[src/pbsr_pkg.sv]
// Shared types, constants and helpers for the box-to-screen-rectangle projector.
`default_nettype none
package pbsr_pkg;

  localparam int COORD_W    = 24;  // world coordinate, signed Q15.8
  localparam int CORNER_W   = 25;  // corner = origin + offset, signed Q16.8
  localparam int MAT_W      = 32;  // matrix entry, signed Q15.16
  localparam int PROD_W     = CORNER_W + MAT_W;  // one corner * entry product
  localparam int CLIP_W     = 59;  // clip x, y, w sums
  localparam int NORM_W     = 40;  // denominator after normalizing
  localparam int SHIFT_W    = 5;   // normalize shift, up to CLIP_W - NORM_W
  localparam int SAT_SHIFT  = 20;  // quotient at or above 2^20 saturates
  localparam int FRAC_W     = 16;  // ratio fraction bits
  localparam int DIV_BITS   = SAT_SHIFT + FRAC_W;  // quotient bits
  localparam int RATIO_W    = DIV_BITS + 1;
  localparam int TERM_W     = RATIO_W + 2;
  localparam int DIM_W      = 16;
  localparam int PIX_PROD_W = TERM_W + DIM_W + 1;
  localparam int PIX_W      = 16;
  localparam int PIX_SHIFT  = 17;

  localparam int N_REGS = 8;
  localparam int REG_W  = 64;
  localparam int ADDR_W = 6;
  localparam int IDX_W  = 3;

  localparam int SCREEN_WIDTH  = 1920;
  localparam int SCREEN_HEIGHT = 1080;

  localparam logic signed [CLIP_W-1:0] W_MIN = CLIP_W'(16777);

  typedef logic [N_REGS-1:0][REG_W-1:0] mat_regs_t;

  typedef struct packed {
    logic valid;
    logic first;
    logic last;
  } tag_t;

  typedef struct packed {
    logic valid;
    logic first;
    logic last;
    logic ok;
    logic neg_x;
    logic neg_y;
    logic sat_x;
    logic sat_y;
  } side_t;

  // Entry m[row][col]; even columns sit in the upper half of a pair.
  function automatic logic signed [MAT_W-1:0] mat_entry(mat_regs_t regs, logic [1:0] row,
                                                        logic [1:0] col);
    logic [REG_W-1:0] pair;
    pair = regs[{row, col[1]}];
    return col[0] ? $signed(pair[MAT_W-1:0]) : $signed(pair[REG_W-1:MAT_W]);
  endfunction

endpackage
`default_nettype wire

[src/pbsr_pixel.sv]
// Pixel mapping, saturation, rectangle accumulation and result register.
`default_nettype none
module pbsr_pixel #(
  parameter int SCREEN_WIDTH  = pbsr_pkg::SCREEN_WIDTH,
  parameter int SCREEN_HEIGHT = pbsr_pkg::SCREEN_HEIGHT
) (
  input  logic                           clk,
  input  logic                           rst,
  output logic                           adv,
  input  logic [pbsr_pkg::DIV_BITS-1:0]  quo_x,
  input  logic [pbsr_pkg::DIV_BITS-1:0]  quo_y,
  input  pbsr_pkg::side_t                side_i,
  output logic                           m_tvalid,
  input  logic                           m_tready,
  output logic [4*pbsr_pkg::PIX_W-1:0]   m_tdata,
  output logic [0:0]                     m_tuser
);
  import pbsr_pkg::*;

  localparam logic signed [DIM_W-1:0]  DIM_X    = DIM_W'(SCREEN_WIDTH);
  localparam logic signed [DIM_W-1:0]  DIM_Y    = DIM_W'(SCREEN_HEIGHT);
  localparam logic signed [TERM_W-1:0] ONE      = TERM_W'(1 << FRAC_W);
  localparam logic [RATIO_W-1:0]       T_SAT    = RATIO_W'(1) << DIV_BITS;
  localparam logic signed [PIX_PROD_W-1:0] HALF = PIX_PROD_W'(1 << FRAC_W);
  localparam logic signed [PIX_W-1:0]  PIX_MAX  = {1'b0, {(PIX_W-1){1'b1}}};
  localparam logic signed [PIX_W-1:0]  PIX_MIN  = {1'b1, {(PIX_W-1){1'b0}}};

  function automatic logic signed [PIX_W-1:0] to_pix(logic signed [PIX_PROD_W-1:0] p);
    logic signed [PIX_PROD_W-1:0] v;
    v = (p + HALF) >>> PIX_SHIFT;
    if (v > PIX_PROD_W'(PIX_MAX)) return PIX_MAX;
    if (v < PIX_PROD_W'(PIX_MIN)) return PIX_MIN;
    return v[PIX_W-1:0];
  endfunction

  logic signed [TERM_W-1:0]     term_x, term_y;
  logic signed [PIX_PROD_W-1:0] prod_x, prod_y;
  logic signed [PIX_W-1:0]      sx, sy;
  side_t                        side1, side2, side3;

  logic signed [PIX_W-1:0] acc_l, acc_t, acc_r, acc_b;
  logic                    acc_ok;
  logic signed [PIX_W-1:0] base_l, base_t, base_r, base_b;
  logic signed [PIX_W-1:0] new_l, new_t, new_r, new_b;
  logic                    new_ok;
  logic signed [TERM_W-1:0] tx_s, ty_s;

  logic                    res_valid;
  logic                    res_ok;
  logic [PIX_W-1:0]        res_l, res_t, res_r, res_b;

  // hold the whole pipe while a finished result waits
  assign adv = !res_valid || m_tready;

  always_comb begin
    tx_s = $signed({2'b00, side_i.sat_x ? T_SAT : {1'b0, quo_x}});
    ty_s = $signed({2'b00, side_i.sat_y ? T_SAT : {1'b0, quo_y}});

    base_l = side3.first ? PIX_MAX : acc_l;
    base_t = side3.first ? PIX_MAX : acc_t;
    base_r = side3.first ? PIX_MIN : acc_r;
    base_b = side3.first ? PIX_MIN : acc_b;
    new_l  = (sx < base_l) ? sx : base_l;
    new_t  = (sy < base_t) ? sy : base_t;
    new_r  = (sx > base_r) ? sx : base_r;
    new_b  = (sy > base_b) ? sy : base_b;
    new_ok = (side3.first || acc_ok) && side3.ok;
  end

  always_ff @(posedge clk) begin
    if (rst) begin
      side1.valid <= 1'b0;
      side2.valid <= 1'b0;
      side3.valid <= 1'b0;
      res_valid   <= 1'b0;
    end else if (adv) begin
      res_valid <= side3.valid && side3.last;

      side1  <= side_i;
      term_x <= ONE + (side_i.neg_x ? -tx_s : tx_s);
      term_y <= ONE + (side_i.neg_y ? ty_s : -ty_s);

      side2  <= side1;
      prod_x <= term_x * DIM_X;
      prod_y <= term_y * DIM_Y;

      side3  <= side2;
      sx     <= to_pix(prod_x);
      sy     <= to_pix(prod_y);

      if (side3.valid) begin
        acc_l  <= new_l;
        acc_t  <= new_t;
        acc_r  <= new_r;
        acc_b  <= new_b;
        acc_ok <= new_ok;
        if (side3.last) begin
          res_ok <= new_ok;
          res_l  <= new_ok ? new_l : '0;
          res_t  <= new_ok ? new_t : '0;
          res_r  <= new_ok ? new_r : '0;
          res_b  <= new_ok ? new_b : '0;
        end
      end
    end
  end

  assign m_tvalid   = res_valid;
  assign m_tdata    = {res_b, res_r, res_t, res_l};
  assign m_tuser[0] = res_ok;

endmodule
`default_nettype wire
[config.mk]
export PLATFORM = sky130hd
export DESIGN_NAME = pbsr_pixel
export DESIGN_NICKNAME = d
export VERILOG_FILES = /design/src/pbsr_pkg.sv /design/src/pbsr_pixel.sv
export SDC_FILE = /design/constraint.sdc
export NUM_CORES = 1
export LEC_CHECK = 0
export BUFFER_PORTS_ARGS = -buffer_cell sky130_fd_sc_hd__buf_2
export CAP_MARGIN = 5
export CORE_MARGIN = 2
export CORE_UTILIZATION = 41
export DETAILED_ROUTE_END_ITERATION = 8
export HOLD_SLACK_MARGIN = 0.15
export REMOVE_ABC_BUFFERS = 1
export SYNTH_ARGS = -nofsm -noshare
export SYNTH_HDL_FRONTEND = slang
export SYNTH_SLANG_ARGS = --single-unit
export TNS_END_PERCENT = 100
[constraint.sdc]
create_clock -name clk -period 14.6 [get_ports clk]
set_clock_uncertainty 0.1 [all_clocks]
set_input_delay 1.46 -clock clk [delete_from_list [all_inputs] [get_ports clk]]
set_output_delay 1.46 -clock clk [all_outputs]
set_load 0.01 [all_outputs]
# Word-level counts from Yosys, hierarchy flattened
# Index checks and enable logic that the tools add are counted.
dict set report totals {
  ff_bits 355
  in_bits 83
  output_inout_bits 67
  elab_cells 88
}
dict set report classes {
  add_sub_neg 6
  n_mul 2
  order_cmp 8
  mux 34
  bitwise 1
  n_reduce_logical 8
}
# cell count
set op_table {}
lappend op_table {{2-to-1 mux 16 bit} 16}
lappend op_table {{adder 56 x 18 -> 56 bit, second input constant} 2}
lappend op_table {{adder 18 x 39 -> 39 bit, first input constant} 2}
lappend op_table {{> comparator 39 x 16 -> 1 bit, second input constant} 2}
lappend op_table {{< comparator 39 x 16 -> 1 bit, second input constant} 2}
lappend op_table {{2-to-1 mux 39 bit} 2}
lappend op_table {{negation 37 -> 39 bit} 2}
lappend op_table {{2-to-1 mux 37 bit} 2}
lappend op_table {{multiplier 39 x 9 -> 48 bit, second input constant} 1}
lappend op_table {{multiplier 39 x 5 -> 44 bit, second input constant} 1}
lappend op_table {{> comparator 16 bit} 2}
lappend op_table {{< comparator 16 bit} 2}
lappend op_table {{2-to-1 mux 1 bit} 14}
lappend op_table {{AND reduction 4 bit} 1}
lappend op_table {{AND reduction 3 bit} 1}
lappend op_table {{logical AND 1 bit} 2}
lappend op_table {{logical OR 1 bit} 2}
lappend op_table {{AND reduction 2 bit} 1}
lappend op_table {{zero test 1 bit} 1}
lappend op_table {{NOT 1 bit} 1}

# Depth between registers and ports, before layout
# Gate-level depths: netlist of the first run.
dict set report logic_depth {
  ltp_word 10
  ltp_mapped 18
}

# Least setup slack after synthesis of the first run
# OpenSTA, ideal clock, no wires.
dict set report synth_path {
  path_kind {input-to-reg}
  startpoint {in m_tready}
  endpoint {reg res_ok (netlist: m_tuser), enable pin}
  t_arrival_ns 12.445
  slack_ns 1.625
  stages 4
  path_buffers 1
  cell_sequence {nand2b_1 clkbuf_1 nor2b_1 and3_1}
}
dict set report synth_between {
  elab_chain_len 2
}
# item line_no
set synth_lines {}
lappend synth_lines {{start: declaration} pbsr_pixel.sv:14} ;# input logic m_tready,
lappend synth_lines {{logical OR 1 bit} pbsr_pixel.sv:53} ;# assign adv = !res_valid || m_tready;
lappend synth_lines {{via adv} pbsr_pixel.sv:9} ;# output logic adv,
lappend synth_lines {{AND reduction 4 bit (no source line)} n/a}
lappend synth_lines {{end signal: assignment} pbsr_pixel.sv:98} ;# res_ok <= new_ok;
lappend synth_lines {{end: declaration} pbsr_pixel.sv:49} ;# logic res_ok;
# The timed path passes the listed nets, and every way through them passes these cells.
# A chain may end at the register's enable or synchronous reset.

# Final worst setup path of the first run
dict set report layout_path {
  startpoint {reg term_x[5]}
  endpoint {reg prod_x[49] (data pin)}
}
dict set report layout_between {
  elab_chain_len 1
}
# item line_no
set layout_lines {}
lappend layout_lines {{start: declaration} pbsr_pixel.sv:36} ;# logic signed [TERM_W-1:0] term_x, term_y;
lappend layout_lines {{start signal: assignment} pbsr_pixel.sv:80} ;# term_x <= ONE + (side_i.neg_x ? -tx_s : tx_s);
lappend layout_lines {{multiplier 39 x 5 -> 44 bit} pbsr_pixel.sv:84} ;# prod_x <= term_x * DIM_X;
lappend layout_lines {{end signal: assignment} pbsr_pixel.sv:84}
lappend layout_lines {{end: declaration} pbsr_pixel.sv:37} ;# logic signed [PIX_PROD_W-1:0] prod_x, prod_y;
# No other way between the ends.

==> results of run 1 <==
==> per-stage QoR <==
| stage | utilization | area (sq um) | setup WS (ns) |
|---|---|---|---|
| 6_report | 0.4554 | 31130 | 9.105 |
| 2_1_floorplan | - | 27800 | 1.727 |
| 3_3_place_gp | 0.4359 | 29790 | 8.682 |
| 4_1_cts | 0.4554 | 31130 | 9.176 |
| 5_1_grt | 0.4554 | 31130 | 8.619 |
| 3_5_place_dp | 0.4359 | 29790 | 8.602 |
==> state kept, by name (all words and copies together), names as in the netlist, 35 cells and up <==
name and cells:
term_y 39, term_x 39, prod_y 35, prod_x 35
==> cell usage in the layout (no fill, tap or decap), types with 44 or more instances in the layout <==
master,count
nor2b_1,47
nand2b_1,45
fa_1,143
xnor2_1,108
nand2_1,216
nor3_1,52
buf_2,149
a21oi_1,105
nor2_1,164
edfxtp_1,319
nand3_1,55
xor2_1,67
inv_1,518
ha_1,270
o21ai_0,120
nand4_1,44
mux2i_1,72
==> layout make-up <==
cell class	instances	area [sq um]	area share
multi-input combinational	1967	16240	0.5218
sequential	323	9659	0.3103
inverter	520	1952	0.06271
tap	882	1104	0.03545
clock buffer	46	1032	0.03316
timing repair buffer	161	835.8	0.02685
clock inverter	25	301.5	0.009688
==> synth_stat cells, drive strengths merged (48+ instances only) <==
cell type  instances
nor2             166
nand2            216
nor3              56
nor2b             48
o21ai            121
mux2i             72
xnor2            108
clkbuf            73
xor2              67
nand3             57
inv              518
ha               270
a21oi            105
fa               143
edfxtp           319
==> worst max-delay path: stages (launching register included) <==
cell      delay (ns)
edfxtp_1        0.50
ha_1            0.35
fa_1            0.51
inv_1           0.05
fa_1            0.49
inv_1           0.05
ha_1            0.31
nand2_1         0.06
o31ai_1         0.69
a311oi_1        0.35
o31ai_1         0.56
a221oi_1        0.29
o31ai_1         0.56
a21oi_1         0.15
xnor3_1         0.20
==> routing by layer <==
layer  share of wire  global-route usage
met1            0.49              0.2276
met2            0.45              0.2664
met3           0.041             0.02301
met4           0.023             0.04601
met5               0                   0
==> kinds of logic (layout without fill, tap and decap cells) <==
logic type	count (synthesis)	count (layout)
simple gates	815	815
buf+inv	605	752
compound gates	452	452
fa+ha+maj	413	413
flops	323	323
xor+xnor	176	176
mux	111	111
==> power by group <==
group | leakage [nW] | switching, mW | internal [mW]
clock | 0.654 | 0.388 | 0.615
combinational | 10.0 | 1.14 | 0.883
sequential | 3.06 | 0.155 | 1.29
==> worst min path at each step <==
stage | from | endpoint | slack, ns | depth (start not counted)
CTS | side1[6]$_DFFE_PP_ | side2[6]$_DFFE_PP_ | 0.32 | 0
finish | side1[4]$_DFFE_PP_ | side2[4]$_DFFE_PP_ | 0.32 | 0
global route | side2[5]$_DFFE_PP_ | side3[5]$_DFFE_PP_ | 0.33 | 0
floorplan | side1[4]$_DFFE_PP_ | side2[4]$_DFFE_PP_ | 0.30 | 0
detailed placement | side1[6]$_DFFE_PP_ | side2[6]$_DFFE_PP_ | 0.31 | 0
global placement | side2[6]$_DFFE_PP_ | side3[6]$_DFFE_PP_ | 0.31 | 0
==> impl_metrics.toml, run 1 <==
[timing]
min_period_over_period = 0.3764
grt_setup_unrepaired = "no"
hold_ws_ns = 0.3179
maxClockFrequency_ghz = 0.1820
setup_viol = 0
tightest_slew_ns = 1.123
slew_headroom = 0.2488
finalMaxSlewViolations = 0
period_needed_ns = 5.495
finalHoldViolCount = 0
setup_tns_ns = 0

[power]
power_density_mw_per_mm2 = 143.6
fin_total_pwr_mw = 4.469
power.leakage_nw = 13.76
ir_worst_vdd_mv = 0.08633

[placed_design]
dp_hpwl_microns = 44740
gp_congestion = 0.8999
io_buffers = 149
dp_cells = 3853

[setup_path]
end_kind = "flop"
crit_start = "term_x[5]$_DFFE_PP_"
r2r_slack_ns = 9.11
setup.worst_path.end = "prod_x[49]$_DFFE_PP_"
r2r-end = "prod_x[49]$_DFFE_PP_"
reg2reg_from = "term_x[5]$_DFFE_PP_"
crit_type = "flop to flop"
required_ns = 14.79
r2r_cells = 14
crit_arrival_ns = 5.69
critPathMaxFanout = 6
cp-start-kind = "flop"

[layout]
num_antenna_cells = 0
drive_above_1_share = 0.1082
nNetsFinal = 3508
area_growth_pct = 10.49
n_fill_cell = 6360
stdcell_count = 3924

[clock_tree]
post_cts_resized = 0
insertion_delay_ns = 0.57
htree_levels = 2
clkSinkCount = 323
cts_buffers = 39
cts_tree = "yes"
cts_setup_buffers = 0
clk_path_buf_depth = 3
clkTransAtPathRegs_ns = 0.06
root_buffer = "clkbuf_16"
ctsHoldBuffers = 0

[die]
start_util = 0.4122
die_y_microns = 266.1
core_sq_mm = 0.06835
fp.dieW_microns = 266.1
rows = 96
pin_count = 150
die-area_sq_mm = 0.07082

[yosys]
yosysUniqueCellTypes = 93
muxShareOfSynthArea = 0.04117
ys_ff_latch = 323
async_flop_share = 0
synth.largest_area_cell = "edfxtp_1"
ys_warn_count = 0
synthXorXnorAreaFrac = 0.05521
seq_area_frac_synth = 0.3429
avgSynthCellArea_sq_um = 9.731
synthTopCellsByArea = "edfxtp_1 (34%), ha_1 (12%), fa_1 (10%)"
synth-adder-area-share = 0.2215
synth-edff-count = 319
synth_compound_area_frac = 0.1058
synth_top_area_share = 0.3400
synth_ff_type = "edfxtp_1"
synthCells = 2895
synth_simple_gate_area_frac = 0.1509
synthesis.area_sq_mm = 0.02817
synth_top_family_by_area = "adder cells"

[global_routing]
gr-total-overflow = 0
grt_start_max_net_pins = 99
grt_pass1_vias = 19990
grt_pass1_wl_microns = 97400
antenna_found_initial = 0
grt_usage = 0.1636

[job]
max_cap_viol_count = 0

[routing]
vias_per_cell = 5.110
drt_iter0_markers = 982
antenna_left = 0
num_vias = 20050
first_pass_iters = 6
wirelength_microns = 57270
drc = 0
wl_per_cell_microns = 14.60

[min_path]
hold_path_class = "flop to flop"

[status]
status = "completed"
Power figures use the tool's default switching activity.
==> run 2: changes to the inputs <==
- ABC_AREA: not set -> 1
- clock period: 14.6 -> 4.7 ns (I/O delays scaled with it)
==> run 2 against run 1 <==
Effect of this change:
- setup slack got worse by 8.8 ns
- power increased to 3.8 times the previous value
- core utilization increased by 0.48 points
- final area up 8.2%
- global-route usage grew 1.5 points
- fmax is 24% higher
- cell count grew 29%
- clock power rose to 3.1 times the previous value
- area after synthesis up 8.0%
- largest cell class unchanged
==> impl_metrics.toml, run 2 <==
[die]
die_y_microns = 276.4
core_sq_mm = 0.07321
rows = 99
start_util = 0.4156
pin_count = 150
die-area_sq_mm = 0.07641
fp.dieW_microns = 276.4

[yosys]
seq_area_frac_synth = 0.3175
ys_ff_latch = 323
synth_ff_type = "edfxtp_1"
yosysMostFrequentCell = "nand2_1"
synth_top_area_share = 0.3148
synthesis.area_sq_mm = 0.03043
avgSynthCellArea_sq_um = 7.780
async_flop_share = 0
synth_top_family_by_area = "simple AND/OR/NAND/NOR gates"
synthXorXnorAreaFrac = 0.05412
synthCells = 3911
synthTopCellsByArea = "edfxtp_1 (31%), nand2_1 (12%), ha_1 (11%)"
ys_warn_count = 0
yosysUniqueCellTypes = 49
muxShareOfSynthArea = 0
synth_simple_gate_area_frac = 0.2498
synth.largest_area_cell = "edfxtp_1"
synth_compound_area_frac = 0.06468
synth-adder-area-share = 0.2051
synth-edff-count = 319
synth_common_cells = "nand2_1 (951), inv_1 (791), nor2_1 (427)"

[setup_path]
path_cells = "inv_1 > fa_1 > inv_1 > ha_1 > ha_1 > inv_1 > fa_1 > inv_1 > ha_1 > nand2_1 > nor2_1 > nand2_1 > nor4_1 > buf_4 > nand4_1 > o2111ai_1 > xor2_1"
max_stage_delay_ns = 0.56
cp_slowest_cell = "fa_1"
path_common_cell = "inv_1"
crit_arrival_ns = 4.64
critPathMaxFanout = 5
reg2reg_from = "term_y[26]$_DFFE_PP_"
cp-start-kind = "flop"
end_kind = "flop"
crit_type = "flop to flop"
r2r_cells = 17
crit_start = "term_y[26]$_DFFE_PP_"
required_ns = 4.91

[routing]
vias_per_cell = 4.785
wl_per_cell_microns = 13.50
num_vias = 24220
antenna_left = 0
drc = 0
wirelength_microns = 68310
drt_iter0_markers = 1255
first_pass_iters = 6

[clock_tree]
root_buffer = "clkbuf_16"
cts_setup_buffers = 0
clkTransAtPathRegs_ns = 0.06
clk_path_buf_depth = 3
cts_buffers = 37
cts_tree = "yes"
htree_levels = 2
insertion_delay_ns = 0.56
clkSinkCount = 323

[timing]
tightest_slew_ns = 0.9299
period_needed_ns = 4.429
maxClockFrequency_ghz = 0.2258
setup_viol = 0
finalMaxSlewViolations = 0
finalHoldViolCount = 0
min_period_over_period = 0.9424
slew_headroom = 0.3801
grt_setup_unrepaired = "no"

[layout]
layout_commonest_cell = "nand2_1"
layout_common_cells = "nand2_1 (951), inv_1 (791), nor2_1 (425)"
num_antenna_cells = 0
reg_top3 = "term_x: 39 flops, term_y: 39 flops"
nNetsFinal = 4571
area_growth_pct = 10.72
n_fill_cell = 7352
design_area_sq_mm = 0.03369
drive_above_1_share = 0.09067
fin_util = 0.4602

[global_routing]
grt_pass1_wl_microns = 114900
antenna_found_initial = 0
grt_pass1_vias = 23690
grt_usage = 0.1787
grt_start_max_net_pins = 112
gr-total-overflow = 0

[placed_design]
dp_hpwl_microns = 55790
placed_area_sq_mm = 0.03230
io_buffers = 149
gp_congestion = 0.9156

[power]
power_frac_seq = 0.267
p_switching_mw = 7.636
power_density_mw_per_mm2 = 502.0
sw_frac_of_total = 0.4515
power.leakage_nw = 16.63
clock_power_share = 0.184
p_int_mw = 9.277
power_frac_comb = 0.549
fin_total_pwr_mw = 16.91
ir_worst_vdd_mv = 0.2998

[min_path]
min_path_cells = 3
hold_path_class = "input pin to flop"
hp-start = "quo_x[0]"

[job]
max_cap_viol_count = 0

[status]
status = "completed"
## run 2: layout make-up
type / instances / area (sq um) / area share
multi-input combinational: 2727 / 17510 / 0.5198
sequential: 323 / 9659 / 0.2867
inverter: 812 / 3048 / 0.09047
tap: 959 / 1200 / 0.03562
clock buffer: 43 / 991.0 / 0.02941
timing repair buffer: 174 / 975.9 / 0.02897
clock inverter: 24 / 304.0 / 0.009025
## run 2: final timing paths
check	endpoint	slack [ns]
max	prod_y[44]$_DFFE_PP_	0.27
min	term_x[0]$_DFFE_PP_	0.22
max reg2reg	prod_y[44]$_DFFE_PP_	0.27
min reg2reg	side3[6]$_DFFE_PP_	0.32
## run 2: per-layer routing
| metal | wire [microns] | share of wire | GRT usage | up-vias |
|---|---|---|---|---|
| li1 | - | - | - | 12750 |
| met2 | 30180 | 0.44 | 0.2923 | 438 |
| met3 | 2554 | 0.037 | 0.02146 | 93 |
| met5 | 0 | 0 | 0 | - |
| met1 | 34030 | 0.50 | 0.2505 | 10940 |
| met4 | 1545 | 0.023 | 0.04638 | 0 |
## run 2: repair_timing
action	in CTS	in global routing
hold endpoints to repair	8	0
setup endpoints to repair	0	6
hold buffers	7	0
gates resized for setup	0	8
## run 2: kinds of logic (layout without fill, tap and decap cells)
family                     after synthesis  in the layout
buffers and inverters                  861           1053
adders and majority gates              413            413
AOI/OAI and AO/OA                      344            344
and+or+nand+nor                       1782           1782
DFF                                    323            323
xor gates and xnor gates               188            188
## run 2: metrics by stage
step                      cells  worst slack [ns]  hold slack (ns)  setup TNS, ns
final                      5062            0.2709           0.2162              0
after global routing       5062           0.02014           0.1922              0
after CTS                  5062            0.1140           0.1699              0
after detailed placement   4988            0.1434           0.3057              0
after global placement     4988            0.1899           0.3010              0
after floorplan            3862            -4.554           0.3003        -990.93
## run 2: power groups by stage
stage | sequential [mW] | clock, mW | combinational, mW
6_report | 4.51 | 3.11 | 9.28
3_5_place_dp | 4.57 | 0 | 9.19
2_1_floorplan | 4.45 | 0 | 6.87
4_1_cts | 4.51 | 3.21 | 9.26
3_3_place_gp | 4.56 | 0 | 9.16
5_1_grt | 4.58 | 3.31 | 10.7
## run 2: worst max-delay path, delay by kind of cell (launching register included)
family | cells | cell delay [ns]
adder cells (fa/ha/maj) | 5 | 2.07
AND/OR/NAND/NOR | 5 | 0.81
buffers and inverters | 5 | 0.45
flip-flops | 1 | 0.36
AO/OA/AOI/OAI | 1 | 0.30
XOR/XNOR | 1 | 0.09
==> run 3: changes to the inputs <==
- BUFFER_PORTS_ARGS: -buffer_cell sky130_fd_sc_hd__buf_2 -> -buffer_cell sky130_fd_sc_hd__buf_4
==> run 3 against run 2 <==
Effect of this change:
- combinational power increased by 0.6%
- power about the same
- cell count about the same
- fmax decreased by 1.0%
- flip-flop and latch count unchanged
- final area increased by 1.1%
- highest routed layer unchanged
==> impl_metrics.toml, run 3 (synthesis results as in run 2) <==
[power]
power.leakage_nw = 16.78
power_density_mw_per_mm2 = 495.9
fin_total_pwr_mw = 16.90
ir_worst_vdd_mv = 0.3221

[routing]
wirelength_microns = 68780
first_pass_iters = 5
antenna_left = 0
vias_per_cell = 4.779
wl_per_cell_microns = 13.57
num_vias = 24220
drt_iter0_markers = 1189
drc = 0

[timing]
tightest_slew_ns = 0.9143
finalHoldViolCount = 0
min_period_over_period = 0.9521
fin_ws_ns = 0.2252
slew_headroom = 0.3905
maxClockFrequency_ghz = 0.2235
period_needed_ns = 4.475
setup_viol = 0
finalMaxSlewViolations = 0

[job]
max_cap_viol_count = 0

[die]
pin_count = 150
die_y_microns = 276.4
rows = 99
die-area_sq_mm = 0.07641
core_sq_mm = 0.07321
start_util = 0.4156
fp.dieW_microns = 276.4

[setup_path]
reg2reg_from = "term_y[34]$_DFFE_PP_"
required_ns = 4.91
cp-start-kind = "flop"
r2r_cells = 17
end_kind = "flop"
critPathMaxFanout = 4
r2r_slack_ns = 0.23
crit_type = "flop to flop"
setup.worst_path.end = "prod_y[44]$_DFFE_PP_"
crit_arrival_ns = 4.68
crit_start = "term_y[34]$_DFFE_PP_"
r2r-end = "prod_y[44]$_DFFE_PP_"

[clock_tree]
clk_path_buf_depth = 3
clkTransAtPathRegs_ns = 0.06
insertion_delay_ns = 0.56
root_buffer = "clkbuf_16"
cts_tree = "yes"
htree_levels = 2
clkSinkCount = 323
cts_buffers = 38

[global_routing]
grt_pass1_vias = 23770
grtUsageMet3 = 0.02028
antenna_found_initial = 0
grt_usage = 0.1808
grt_util_met1 = 0.2537
gr-total-overflow = 0
grt_pass1_wl_microns = 116300
grt_start_max_net_pins = 71
grt-busiest-layer = "met2"
grt_use_met2 = 0.2975

[min_path]
hp-start = "m_tready"
hold_path_class = "input pin to flop"

[status]
status = "completed"

[layout]
layout_common_cells = "nand2_1 (951), inv_1 (791), nor2_1 (425)"
design_area_sq_mm = 0.03407
num_antenna_cells = 0
stdcell_count = 5067
layout_commonest_cell = "nand2_1"
nNetsFinal = 4574
drive_above_1_share = 0.09250
n_fill_cell = 7281
reg_top3 = "term_x: 39 flops, term_y: 39 flops"
area_growth_pct = 11.98

[placed_design]
dp_cells = 4990
io_buffers = 149
gp_congestion = 0.9022
dp_slack_ns = 0.09795
placed_area_sq_mm = 0.03269
dp_hpwl_microns = 56320
## run 3: through the flow
| stage | hold WS (ns) | utilization | setup TNS (ns) |
|---|---|---|---|
| final | 0.2261 | 0.4654 | 0 |
| after global routing | 0.2225 | 0.4654 | -0.09292 |
| after CTS | 0.1923 | 0.4651 | 0 |
| after detailed placement | 0.3083 | 0.4465 | 0 |
| after global placement | 0.3010 | 0.4465 | 0 |
| after floorplan | 0.3003 | - | -990.93 |
## run 3: metal layers
layer  vias to the layer above  wire length (microns)
met2                       438                  30940
met4                         0                   1470
met5                         -                      0
met3                        93                   2497
met1                     10940                  33870
li1                      12740                      -
## run 3: critical path: stages (launching register included)
cell and delay (ns):
edfxtp_1 0.43, inv_1 0.15, fa_1 0.56, inv_1 0.04, ha_1 0.29, ha_1 0.28
inv_1 0.05, fa_1 0.53, inv_1 0.04, ha_1 0.37, nand2_1 0.13, nor2_1 0.18
inv_1 0.11, nor4_1 0.28, buf_4 0.19, nand4_1 0.17, o2111ai_2 0.24, xor2_1 0.09
## run 3: layout make-up
class | instances | area (sq um) | share of cell area
clock inverter | 28 | 302.8 | 0.008887
tap | 959 | 1200 | 0.03522
multi-input combinational | 2727 | 17510 | 0.5139
sequential | 323 | 9659 | 0.2835
clock buffer | 42 | 987.2 | 0.02897
inverter | 812 | 3048 | 0.08946
timing repair buffer | 176 | 1364 | 0.04003
## run 3: worst min-delay path by stage
| stage | end | slack [ns] | cells past startpoint |
|---|---|---|---|
| 6_report | side2[7]$_SDFFE_PP0N_ | 0.23 | 4 |
| 5_1_grt | term_x[3]$_DFFE_PP_ | 0.22 | 3 |
| 4_1_cts | side2[7]$_SDFFE_PP0N_ | 0.19 | 4 |
| 3_5_place_dp | side3[5]$_DFFE_PP_ | 0.31 | 0 |
| 3_3_place_gp | side3[4]$_DFFE_PP_ | 0.30 | 0 |
| 2_1_floorplan | side2[4]$_DFFE_PP_ | 0.30 | 0 |
## run 3: power by group
part	switching [mW]	total (mW)	internal, mW
sequential	0.421	4.50	4.08
clock	1.25	3.06	1.81
combinational	6.02	9.34	3.32
total	7.69	16.9	9.21
## run 3: repair_timing
action | in CTS | in global routing
gates resized for setup | 0 | 8
hold buffers | 7 | 0
setup buffers | 0 | 0
hold endpoints to repair | 9 | 0
setup endpoints to repair | 0 | 10
